## config.mk

```make
export PLATFORM = sky130hd
export DESIGN_NAME = ascon_aead_core
export DESIGN_NICKNAME = d
export VERILOG_FILES = /design/src/rtl/core/ascon_pkg.sv /design/src/rtl/core/ascon_ctrl.sv /design/src/rtl/core/ascon_dp.sv /design/src/rtl/core/ascon_aead_core.sv
export SDC_FILE = /design/constraint.sdc
export NUM_CORES = 2
export LEC_CHECK = 0
export BUFFER_PORTS_ARGS = -buffer_cell sky130_fd_sc_hd__buf_2
export CORE_MARGIN = 2
export CORE_UTILIZATION = 49
export DETAILED_ROUTE_END_ITERATION = 8
export GPL_TIMING_DRIVEN = 0
export PLACE_DENSITY = 0.66
export REMOVE_ABC_BUFFERS = 1
export SLEW_MARGIN = 15
export SYNTH_ARGS = -nofsm -noshare
export SYNTH_HDL_FRONTEND = slang
export SYNTH_SLANG_ARGS = --single-unit
```

## constraint.sdc

```tcl
create_clock -name clk_i -period 6.15 [get_ports clk_i]
set_input_delay 1.23 -clock clk_i [delete_from_list [all_inputs] [get_ports clk_i]]
set_output_delay 1.23 -clock clk_i [all_outputs]
set_load 0.02 [all_outputs]
```

## src/rtl/core/ascon_pkg.sv

```systemverilog
// Package: types, constants and the round function of the Ascon AEAD core.
`timescale 1ns / 1ps
`default_nettype none
package ascon_pkg;

  localparam int unsigned WordW   = 64;
  localparam int unsigned NumWords = 5;
  localparam int unsigned RndW    = 4;
  localparam int unsigned CfgIdxW = 2;

  localparam int unsigned ROUNDS_INIT = 12;
  localparam int unsigned ROUNDS_DATA = 6;

  localparam logic [WordW-1:0] ASCON_IV = 64'h80400c0600000000;
  localparam logic [WordW-1:0] DOMAIN_SEP = 64'h0000000000000001;

  // Round index runs from 12 - rounds up to 11.
  localparam logic [RndW-1:0] RND_START_INIT = RndW'(12 - ROUNDS_INIT);
  localparam logic [RndW-1:0] RND_START_DATA = RndW'(12 - ROUNDS_DATA);
  localparam logic [RndW-1:0] RND_LAST       = RndW'(11);

  localparam logic [CfgIdxW-1:0] CFG_KEY_FIRST  = CfgIdxW'(0);
  localparam logic [CfgIdxW-1:0] CFG_KEY_SECOND = CfgIdxW'(1);

  typedef logic [NumWords-1:0][WordW-1:0] state_t;

  typedef enum logic [2:0] {
    MODE_START = 3'd0,
    MODE_AD    = 3'd1,
    MODE_ENC   = 3'd2,
    MODE_DEC   = 3'd3,
    MODE_FIN   = 3'd4
  } mode_e;

  typedef enum logic [1:0] {
    KIND_ACK  = 2'd0,
    KIND_TEXT = 2'd1,
    KIND_TAG  = 2'd2
  } kind_e;

  typedef enum logic [1:0] {
    ST_IDLE,
    ST_PREP,
    ST_ROUND,
    ST_POST
  } ctrl_state_e;

  typedef enum logic [2:0] {
    DP_NOP,
    DP_LOAD_IV,
    DP_ABSORB,
    DP_KEY_HEAD,
    DP_ROUND,
    DP_KEY_TAIL,
    DP_TEXT
  } dp_op_e;

  typedef struct packed {
    logic [2:0]        mode;
    logic [WordW-1:0]  data;
    logic [WordW-1:0]  nonce_second;
  } in_item_t;

  typedef struct packed {
    logic [WordW-1:0]  word_out;
    logic [WordW-1:0]  tag_second;
    logic [1:0]        kind;
  } out_item_t;

  typedef struct packed {
    logic            capture;
    dp_op_e          op;
    logic            close_ad;
    logic            decrypt;
    logic [RndW-1:0] rnd;
    logic            out_load;
    kind_e           kind;
  } dp_cmd_t;

  function automatic logic [WordW-1:0] rotr(input logic [WordW-1:0] x, input int unsigned n);
    rotr = (x >> n) | (x << (WordW - n));
  endfunction

  function automatic state_t ascon_round(input state_t s_in, input logic [RndW-1:0] r);
    state_t s;
    state_t t;
    s = s_in;
    s[2] = s[2] ^ {56'd0, ~r, r};
    s[0] = s[0] ^ s[4];
    s[4] = s[4] ^ s[3];
    s[2] = s[2] ^ s[1];
    t[0] = ~s[0] & s[1];
    t[1] = ~s[1] & s[2];
    t[2] = ~s[2] & s[3];
    t[3] = ~s[3] & s[4];
    t[4] = ~s[4] & s[0];
    s[0] = s[0] ^ t[1];
    s[1] = s[1] ^ t[2];
    s[2] = s[2] ^ t[3];
    s[3] = s[3] ^ t[4];
    s[4] = s[4] ^ t[0];
    s[1] = s[1] ^ s[0];
    s[0] = s[0] ^ s[4];
    s[3] = s[3] ^ s[2];
    s[2] = ~s[2];
    s[0] = s[0] ^ rotr(s[0], 19) ^ rotr(s[0], 28);
    s[1] = s[1] ^ rotr(s[1], 61) ^ rotr(s[1], 39);
    s[2] = s[2] ^ rotr(s[2], 1) ^ rotr(s[2], 6);
    s[3] = s[3] ^ rotr(s[3], 10) ^ rotr(s[3], 17);
    s[4] = s[4] ^ rotr(s[4], 7) ^ rotr(s[4], 41);
    ascon_round = s;
  endfunction

endpackage
`default_nettype wire

```

## src/rtl/core/ascon_ctrl.sv

```systemverilog
// Controller: sequences prepare, round and finish steps and holds the phase flags.
`timescale 1ns / 1ps
`default_nettype none
module ascon_ctrl (
  input  wire logic              clk_i,
  input  wire logic              rst_ni,
  input  wire logic              in_valid_i,
  output logic                   in_stall_o,
  input  wire logic [2:0]        in_mode_i,
  output logic                   out_valid_o,
  input  wire logic              out_stall_i,
  output ascon_pkg::dp_cmd_t     cmd_o
);
  import ascon_pkg::*;

  ctrl_state_e     state_q, state_d;
  logic [2:0]      mode_q;
  logic [RndW-1:0] rnd_q, rnd_d;
  logic            ad_closed_q, ad_closed_d;
  logic            text_started_q, text_started_d;
  logic            out_valid_q, out_valid_d;
  logic            accept;
  logic            out_free;
  logic            need_rounds;
  logic [RndW-1:0] rnd_start;

  assign accept   = in_valid_i && (state_q == ST_IDLE);
  assign out_free = !out_valid_q || !out_stall_i;

  always_comb begin
    need_rounds = 1'b0;
    rnd_start   = RND_START_DATA;
    case (mode_q)
      MODE_START: begin
        need_rounds = 1'b1;
        rnd_start   = RND_START_INIT;
      end
      MODE_AD:  need_rounds = !ad_closed_q;
      MODE_ENC: need_rounds = text_started_q;
      MODE_DEC: need_rounds = text_started_q;
      MODE_FIN: begin
        need_rounds = 1'b1;
        rnd_start   = RND_START_INIT;
      end
      default: need_rounds = 1'b0;
    endcase
  end

  // Next state
  always_comb begin
    state_d = state_q;
    case (state_q)
      ST_IDLE:  if (accept) state_d = ST_PREP;
      ST_PREP:  state_d = need_rounds ? ST_ROUND : ST_POST;
      ST_ROUND: if (rnd_q == RND_LAST) state_d = ST_POST;
      ST_POST:  if (out_free) state_d = ST_IDLE;
      default:  state_d = ST_IDLE;
    endcase
  end

  // Outputs and register updates
  always_comb begin
    cmd_o          = '0;
    cmd_o.op       = DP_NOP;
    cmd_o.kind     = KIND_ACK;
    cmd_o.rnd      = rnd_q;
    rnd_d          = rnd_q;
    ad_closed_d    = ad_closed_q;
    text_started_d = text_started_q;
    out_valid_d    = out_valid_q && out_stall_i;
    case (state_q)
      ST_IDLE: cmd_o.capture = accept;
      ST_PREP: begin
        rnd_d = rnd_start;
        case (mode_q)
          MODE_START: cmd_o.op = DP_LOAD_IV;
          MODE_AD:    if (!ad_closed_q) cmd_o.op = DP_ABSORB;
          MODE_ENC, MODE_DEC: begin
            cmd_o.close_ad = !ad_closed_q;
            ad_closed_d    = 1'b1;
          end
          MODE_FIN: begin
            cmd_o.op       = DP_KEY_HEAD;
            cmd_o.close_ad = !ad_closed_q;
            ad_closed_d    = 1'b1;
          end
          default: cmd_o.op = DP_NOP;
        endcase
      end
      ST_ROUND: begin
        cmd_o.op = DP_ROUND;
        rnd_d    = rnd_q + RndW'(1);
      end
      ST_POST: begin
        if (out_free) begin
          cmd_o.out_load = 1'b1;
          out_valid_d    = 1'b1;
          case (mode_q)
            MODE_START: begin
              cmd_o.op       = DP_KEY_TAIL;
              ad_closed_d    = 1'b0;
              text_started_d = 1'b0;
            end
            MODE_ENC, MODE_DEC: begin
              cmd_o.op       = DP_TEXT;
              cmd_o.decrypt  = (mode_q == MODE_DEC);
              cmd_o.kind     = KIND_TEXT;
              text_started_d = 1'b1;
            end
            MODE_FIN: begin
              cmd_o.op   = DP_KEY_TAIL;
              cmd_o.kind = KIND_TAG;
            end
            default: cmd_o.op = DP_NOP;
          endcase
        end
      end
      default: cmd_o.op = DP_NOP;
    endcase
  end

  always_ff @(posedge clk_i or negedge rst_ni) begin
    if (!rst_ni) begin
      state_q        <= ST_IDLE;
      mode_q         <= '0;
      rnd_q          <= '0;
      ad_closed_q    <= 1'b0;
      text_started_q <= 1'b0;
      out_valid_q    <= 1'b0;
    end else begin
      state_q        <= state_d;
      rnd_q          <= rnd_d;
      ad_closed_q    <= ad_closed_d;
      text_started_q <= text_started_d;
      out_valid_q    <= out_valid_d;
      if (accept) begin
        mode_q <= in_mode_i;
      end
    end
  end

  assign in_stall_o  = (state_q != ST_IDLE);
  assign out_valid_o = out_valid_q;

endmodule
`default_nettype wire

```

## src/rtl/core/ascon_dp.sv

```systemverilog
// Datapath: permutation state, key registers, round unit and result register.
`timescale 1ns / 1ps
`default_nettype none
module ascon_dp (
  input  wire logic                                clk_i,
  input  wire logic                                rst_ni,
  input  wire ascon_pkg::dp_cmd_t                  cmd_i,
  input  wire ascon_pkg::in_item_t                 in_data_i,
  input  wire logic                                cfg_we_i,
  input  wire logic [ascon_pkg::CfgIdxW-1:0]       cfg_idx_i,
  input  wire logic [ascon_pkg::WordW-1:0]         cfg_data_i,
  output ascon_pkg::out_item_t                     out_data_o
);
  import ascon_pkg::*;

  state_t           s_q, s_d;
  logic [WordW-1:0] key_first_q, key_second_q;
  logic [WordW-1:0] data_q, nonce_q;
  logic [WordW-1:0] text_word;
  out_item_t        res_q, res_d;

  assign text_word = data_q ^ s_q[0];

  always_comb begin
    s_d = s_q;
    case (cmd_i.op)
      DP_LOAD_IV: begin
        s_d[0] = ASCON_IV;
        s_d[1] = key_first_q;
        s_d[2] = key_second_q;
        s_d[3] = data_q;
        s_d[4] = nonce_q;
      end
      DP_ABSORB:   s_d[0] = s_q[0] ^ data_q;
      DP_KEY_HEAD: begin
        s_d[1] = s_q[1] ^ key_first_q;
        s_d[2] = s_q[2] ^ key_second_q;
      end
      DP_ROUND:    s_d = ascon_round(s_q, cmd_i.rnd);
      DP_KEY_TAIL: begin
        s_d[3] = s_q[3] ^ key_first_q;
        s_d[4] = s_q[4] ^ key_second_q;
      end
      DP_TEXT:     s_d[0] = cmd_i.decrypt ? data_q : text_word;
      default:     s_d = s_q;
    endcase
    if (cmd_i.close_ad) begin
      s_d[4] = s_d[4] ^ DOMAIN_SEP;
    end
  end

  always_comb begin
    res_d      = '0;
    res_d.kind = cmd_i.kind;
    case (cmd_i.kind)
      KIND_TEXT: res_d.word_out = text_word;
      KIND_TAG: begin
        res_d.word_out   = s_q[3] ^ key_first_q;
        res_d.tag_second = s_q[4] ^ key_second_q;
      end
      default: res_d.word_out = '0;
    endcase
  end

  always_ff @(posedge clk_i or negedge rst_ni) begin
    if (!rst_ni) begin
      s_q          <= '0;
      key_first_q  <= '0;
      key_second_q <= '0;
    end else begin
      s_q <= s_d;
      if (cfg_we_i && cfg_idx_i == CFG_KEY_FIRST) begin
        key_first_q <= cfg_data_i;
      end
      if (cfg_we_i && cfg_idx_i == CFG_KEY_SECOND) begin
        key_second_q <= cfg_data_i;
      end
    end
  end

  always_ff @(posedge clk_i) begin
    if (cmd_i.capture) begin
      data_q  <= in_data_i.data;
      nonce_q <= in_data_i.nonce_second;
    end
    if (cmd_i.out_load) begin
      res_q <= res_d;
    end
  end

  assign out_data_o = res_q;

endmodule
`default_nettype wire

```

## src/rtl/core/ascon_aead_core.sv

```systemverilog
// Top level of the Ascon-128 AEAD core: controller plus datapath.
// Items pass a prepare step, the rounds and a finish step: ignored or first-text
// items run no rounds, associated data and later text blocks run the data rounds,
// start and finalize the init rounds, one round per cycle; input waits until finish.
// The result register frees the input side while a result waits to be taken.
// Reset (async, active low) clears state, keys, flags and the output valid.
`timescale 1ns / 1ps
`default_nettype none
module ascon_aead_core (
  input  wire logic                           clk_i,
  input  wire logic                           rst_ni,
  input  wire logic                           in_valid_i,
  output logic                                in_stall_o,
  input  wire ascon_pkg::in_item_t            in_data_i,
  output logic                                out_valid_o,
  input  wire logic                           out_stall_i,
  output ascon_pkg::out_item_t                out_data_o,
  input  wire logic                           cfg_we_i,
  input  wire logic [ascon_pkg::CfgIdxW-1:0]  cfg_idx_i,
  input  wire logic [ascon_pkg::WordW-1:0]    cfg_data_i
);
  import ascon_pkg::*;

  dp_cmd_t cmd;

  ascon_ctrl u_ctrl (
    .clk_i       (clk_i),
    .rst_ni      (rst_ni),
    .in_valid_i  (in_valid_i),
    .in_stall_o  (in_stall_o),
    .in_mode_i   (in_data_i.mode),
    .out_valid_o (out_valid_o),
    .out_stall_i (out_stall_i),
    .cmd_o       (cmd)
  );

  ascon_dp u_dp (
    .clk_i      (clk_i),
    .rst_ni     (rst_ni),
    .cmd_i      (cmd),
    .in_data_i  (in_data_i),
    .cfg_we_i   (cfg_we_i),
    .cfg_idx_i  (cfg_idx_i),
    .cfg_data_i (cfg_data_i),
    .out_data_o (out_data_o)
  );

endmodule
`default_nettype wire
```

==> impl_results.rst <==
.. list-table::
   :header-rows: 1

   * - Metric
     - Value
   * - Outcome
     - completed
   * - Count of final max-slew check failures
     - 0
   * - Largest net degree at the start of global routing
     - 95
   * - Worst Setup Start Kind
     - register
   * - Post-synth EDFFs
     - 258
   * - Crit path max-delay cell type
     - sky130_fd_sc_hd__nand4_1
   * - Die Width
     - 316 µm
   * - Latest clock arrival within the worst-skew pair
     - 0.68 ns
   * - Worst path depth
     - 10
   * - HPWL after detailed placement
     - 145000 µm
   * - Setup repair after global routing missed its margin
     - no
   * - Synthesis Warnings
     - 0
   * - Final Wtd Congestion
     - 1.04
   * - Synthesized area per cell
     - 10.2 µm²
   * - Vias per Instance
     - 6.21
   * - Share of layout cells above drive strength 1
     - 14.6%
   * - Sequential area share after synthesis
     - 40.3%
   * - CTS tree
     - done
   * - Post-Synthesis Cells
     - 4701
   * - Critical Path Max Stage Delay
     - 1.00 ns
   * - Share of async-settable or async-resettable flops after synthesis
     - 64.1%
   * - Initial Utilization
     - 49.4%
   * - Layout overhead on the synthesized area
     - 15.3%
   * - Number of clock buffers inserted by TritonCTS
     - 84
   * - Non-filler instance count after layout
     - 6323
   * - Critical-path cell list
     - ha_1, a21bo_2, clkinv_8, buf_16, nand2_2, nand4_1, and3_4, buf_16, a222oi_1, o21ai_1
   * - Floorplan die area
     - 0.100 mm²
   * - Cell types with the largest area share after synthesis
     - sky130_fd_sc_hd__dfrtp_1 24%, sky130_fd_sc_hd__edfxtp_1 16%, sky130_fd_sc_hd__xnor2_1 15%
   * - Headroom to the max-slew limit
     - 7.11%
   * - Final worst hold slack
     - 0.419 ns
   * - Total negative slack
     - 0 ns
   * - Count of standard-cell rows
     - 114
   * - Number of synthesized register bits
     - 718
   * - Prevailing post-synth register cell
     - sky130_fd_sc_hd__dfrtp_1
   * - Tightest Pin Transition
     - 1.38 ns
   * - Critical Path Fanout Max
     - 74
   * - Placed cells
     - 6162
   * - Buffers and inverters on the worst path
     - 3
   * - Startpoint-to-endpoint class of the critical path
     - register to register
   * - Port Buf Inserts
     - 333
   * - Average routed wire per standard cell
     - 30.6 µm
   * - Grt total ovfl
     - 0
   * - Number of hold violations in the final report
     - 0
   * - Worst R2R Start
     - u_ctrl.state_q[0]
   * - Clk pin slew, worst setup/hold paths
     - 0.07 ns
   * - Worst-case clock buffer depth
     - 3
   * - Worst path top cell family by delay
     - simple AND/OR/NAND/NOR gates
   * - DRC marker count from the first detailed-route iteration
     - 5566
   * - Distinct cell type count of the synthesized netlist
     - 61
   * - Total number of vias
     - 39300
   * - Depth of the worst register-to-register path
     - 10
   * - Initial DRT Pass Iterations
     - 8
   * - Final critical-path share of the clock period
     - 80.2%
   * - Number of setup buffers added after CTS
     - 0
   * - Count of H-tree levels built during CTS
     - 3
   * - Post-synth design cell area
     - 0.0478 mm²
   * - Worst hold-check path type
     - primary input to async pin
   * - Post-synthesis cell type with the largest combined area
     - sky130_fd_sc_hd__dfrtp_1
   * - Number of antenna-violating nets in the routed design
     - 0
   * - Core area
     - 0.0967 mm²
   * - I/O Pins
     - 334
   * - Cell mode on critical path
     - sky130_fd_sc_hd__buf_16
   * - Number of global-route vias before repair
     - 37000
   * - Max frequency
     - 0.203 GHz
   * - Number of setup violations in the final report
     - 0
   * - Crit. Startpoint
     - u_ctrl.state_q[0]
   * - Share of the synthesized area in the top cell type
     - 24.1%
   * - Clock tree sinks
     - 718
   * - Global-route wire length before repair
     - 271000 µm
   * - Total of hold buffers inserted after clock tree synthesis
     - 0
   * - CP endpoint kind
     - register
   * - Global-route total usage across every layer
     - 38.1%
   * - Max Cap Viol
     - 0
   * - Post-layout utilization of the core
     - 56.9%
   * - Fin crit period
     - 4.93 ns
   * - # resized after CTS
     - 0
   * - Total Routed Length
     - 193000 µm
   * - Number of remaining DRC errors
     - 0
   * - Die extent in y
     - 316 µm
   * - Worst endpoint required time
     - 6.70 ns
   * - CTS root buffer
     - sky130_fd_sc_hd__clkbuf_16
   * - Post-Route Skew
     - 0.0298 ns
   * - Number of nets in the layout
     - 5310
   * - Arr. time, crit path
     - 5.48 ns
   * - Number of antenna violations at the first check in global routing
     - 9
-- flip-flops by register name (all words and copies together), names as in the netlist --
signal / cells
u_dp.s_q: 320
u_dp.out_data_o: 130
u_dp.data_q: 64
u_dp.key_first_q: 64
u_dp.key_second_q: 64
u_dp.nonce_q: 64
u_ctrl.rnd_q: 4
u_ctrl.mode_q: 3
u_ctrl.state_q: 2
u_ctrl.ad_closed_q: 1
u_ctrl.out_valid_o: 1
u_ctrl.text_started_q: 1
-- final cells by class --
class	count	area [µm²]
multi-input combinational	3560	27100
clock buffer	112	2400
fill	8283	41600
clock inverter	44	495
inverter	181	699
sequential	718	19300
tap	1276	1600
antenna	5	12.5
timing repair buffer	427	3490
-- worst reg2reg max path, cell delays in order (launching register included) --
cell                       delay (ns)
sky130_fd_sc_hd__dfrtp_1         0.51
sky130_fd_sc_hd__ha_1            0.31
sky130_fd_sc_hd__a21bo_2         0.33
sky130_fd_sc_hd__clkinv_8        0.27
sky130_fd_sc_hd__buf_16          0.32
sky130_fd_sc_hd__nand2_2         0.57
sky130_fd_sc_hd__nand4_1         1.01
sky130_fd_sc_hd__and3_4          0.70
sky130_fd_sc_hd__buf_16          0.28
sky130_fd_sc_hd__a222oi_1        0.39
sky130_fd_sc_hd__o21ai_1         0.10
-- cells by family after synthesis --
logic type      Yosys count  synth area share [%]
simple gates           1083                  10.1
mux                     234                  5.25
xor+xnor               1312                  25.6
flops                   718                  40.3
compound gates          751                  10.7
fa+ha+maj               180                  4.48
buf+inv                 423                  3.51
-- stage by stage --
| stage | area [µm²] | setup WS, ns |
|---|---|---|
| after floorplan | 46800 | -16.31 |
| after global placement | 50000 | -73.01 |
| after global routing | 55100 | 1.03 |
| after detailed placement | 52100 | 0.813 |
| final | 55100 | 1.22 |
| after CTS | 55000 | 1.24 |
-- layout by cell type (no fill, tap or decap), types with 42 or more instances in the layout --
master | synthesis | final
sky130_fd_sc_hd__mux2i_1 | 102 | 102
sky130_fd_sc_hd__o221ai_1 | 57 | 57
sky130_fd_sc_hd__nand3_1 | 100 | 98
sky130_fd_sc_hd__nor2_1 | 358 | 356
sky130_fd_sc_hd__inv_1 | 180 | 179
sky130_fd_sc_hd__and2_1 | 66 | 66
sky130_fd_sc_hd__xnor2_1 | 794 | 782
sky130_fd_sc_hd__o21ai_0 | 266 | 266
sky130_fd_sc_hd__dfrtp_1 | 460 | 460
sky130_fd_sc_hd__nor3_1 | 126 | 126
sky130_fd_sc_hd__xor2_1 | 464 | 462
sky130_fd_sc_hd__and3_1 | 64 | 61
sky130_fd_sc_hd__clkbuf_16 | 0 | 90
sky130_fd_sc_hd__a211oi_1 | 42 | 42
sky130_fd_sc_hd__mux2_2 | 132 | 132
sky130_fd_sc_hd__xnor3_1 | 49 | 49
sky130_fd_sc_hd__buf_2 | 51 | 332
sky130_fd_sc_hd__nand2_1 | 313 | 310
sky130_fd_sc_hd__ha_1 | 136 | 134
sky130_fd_sc_hd__a21oi_1 | 129 | 128
sky130_fd_sc_hd__a221o_1 | 133 | 133
sky130_fd_sc_hd__a22oi_1 | 64 | 64
sky130_fd_sc_hd__edfxtp_1 | 258 | 258
sky130_fd_sc_hd__nor2b_1 | 43 | 43
sky130_fd_sc_hd__maj3_1 | 44 | 44
-- Yosys cell counts, drive strengths merged, types with 66 or more instances --
cell type	n
xnor2	794
xor2	464
dfrtp	460
nor2	360
nand2	313
o21ai	272
edfxtp	258
inv	180
clkbuf	175
ha	136
a221o	133
mux2	132
a21oi	129
nor3	126
mux2i	102
nand3	100
buf	67
and2	66
-- routing by layer --
| metal | vias up | track usage [%] | part of all wire [%] |
|---|---|---|---|
| met5 | - | 0 | 0.013 |
| met4 | 4 | 24.1 | 7.6 |
| met3 | 570 | 8.53 | 12 |
| met2 | 2629 | 56.2 | 43 |
| met1 | 19300 | 50.9 | 38 |
| li1 | 16800 | - | - |
-- worst paths after layout --
path / endpoint / slack [ns]
max reg2reg: u_dp.s_q[59] / 1.22
min: u_dp.s_q[25] / 0.42
min in group clk_i: u_ctrl.text_started_q / 0.51
max in group asynchronous: u_dp.s_q[292] / 4.10
max: u_dp.s_q[59] / 1.22
min reg2reg: u_ctrl.text_started_q / 0.51
Power is not shown: default switching activity piles up to over one toggle a cycle in this logic, so the estimate is an artifact.
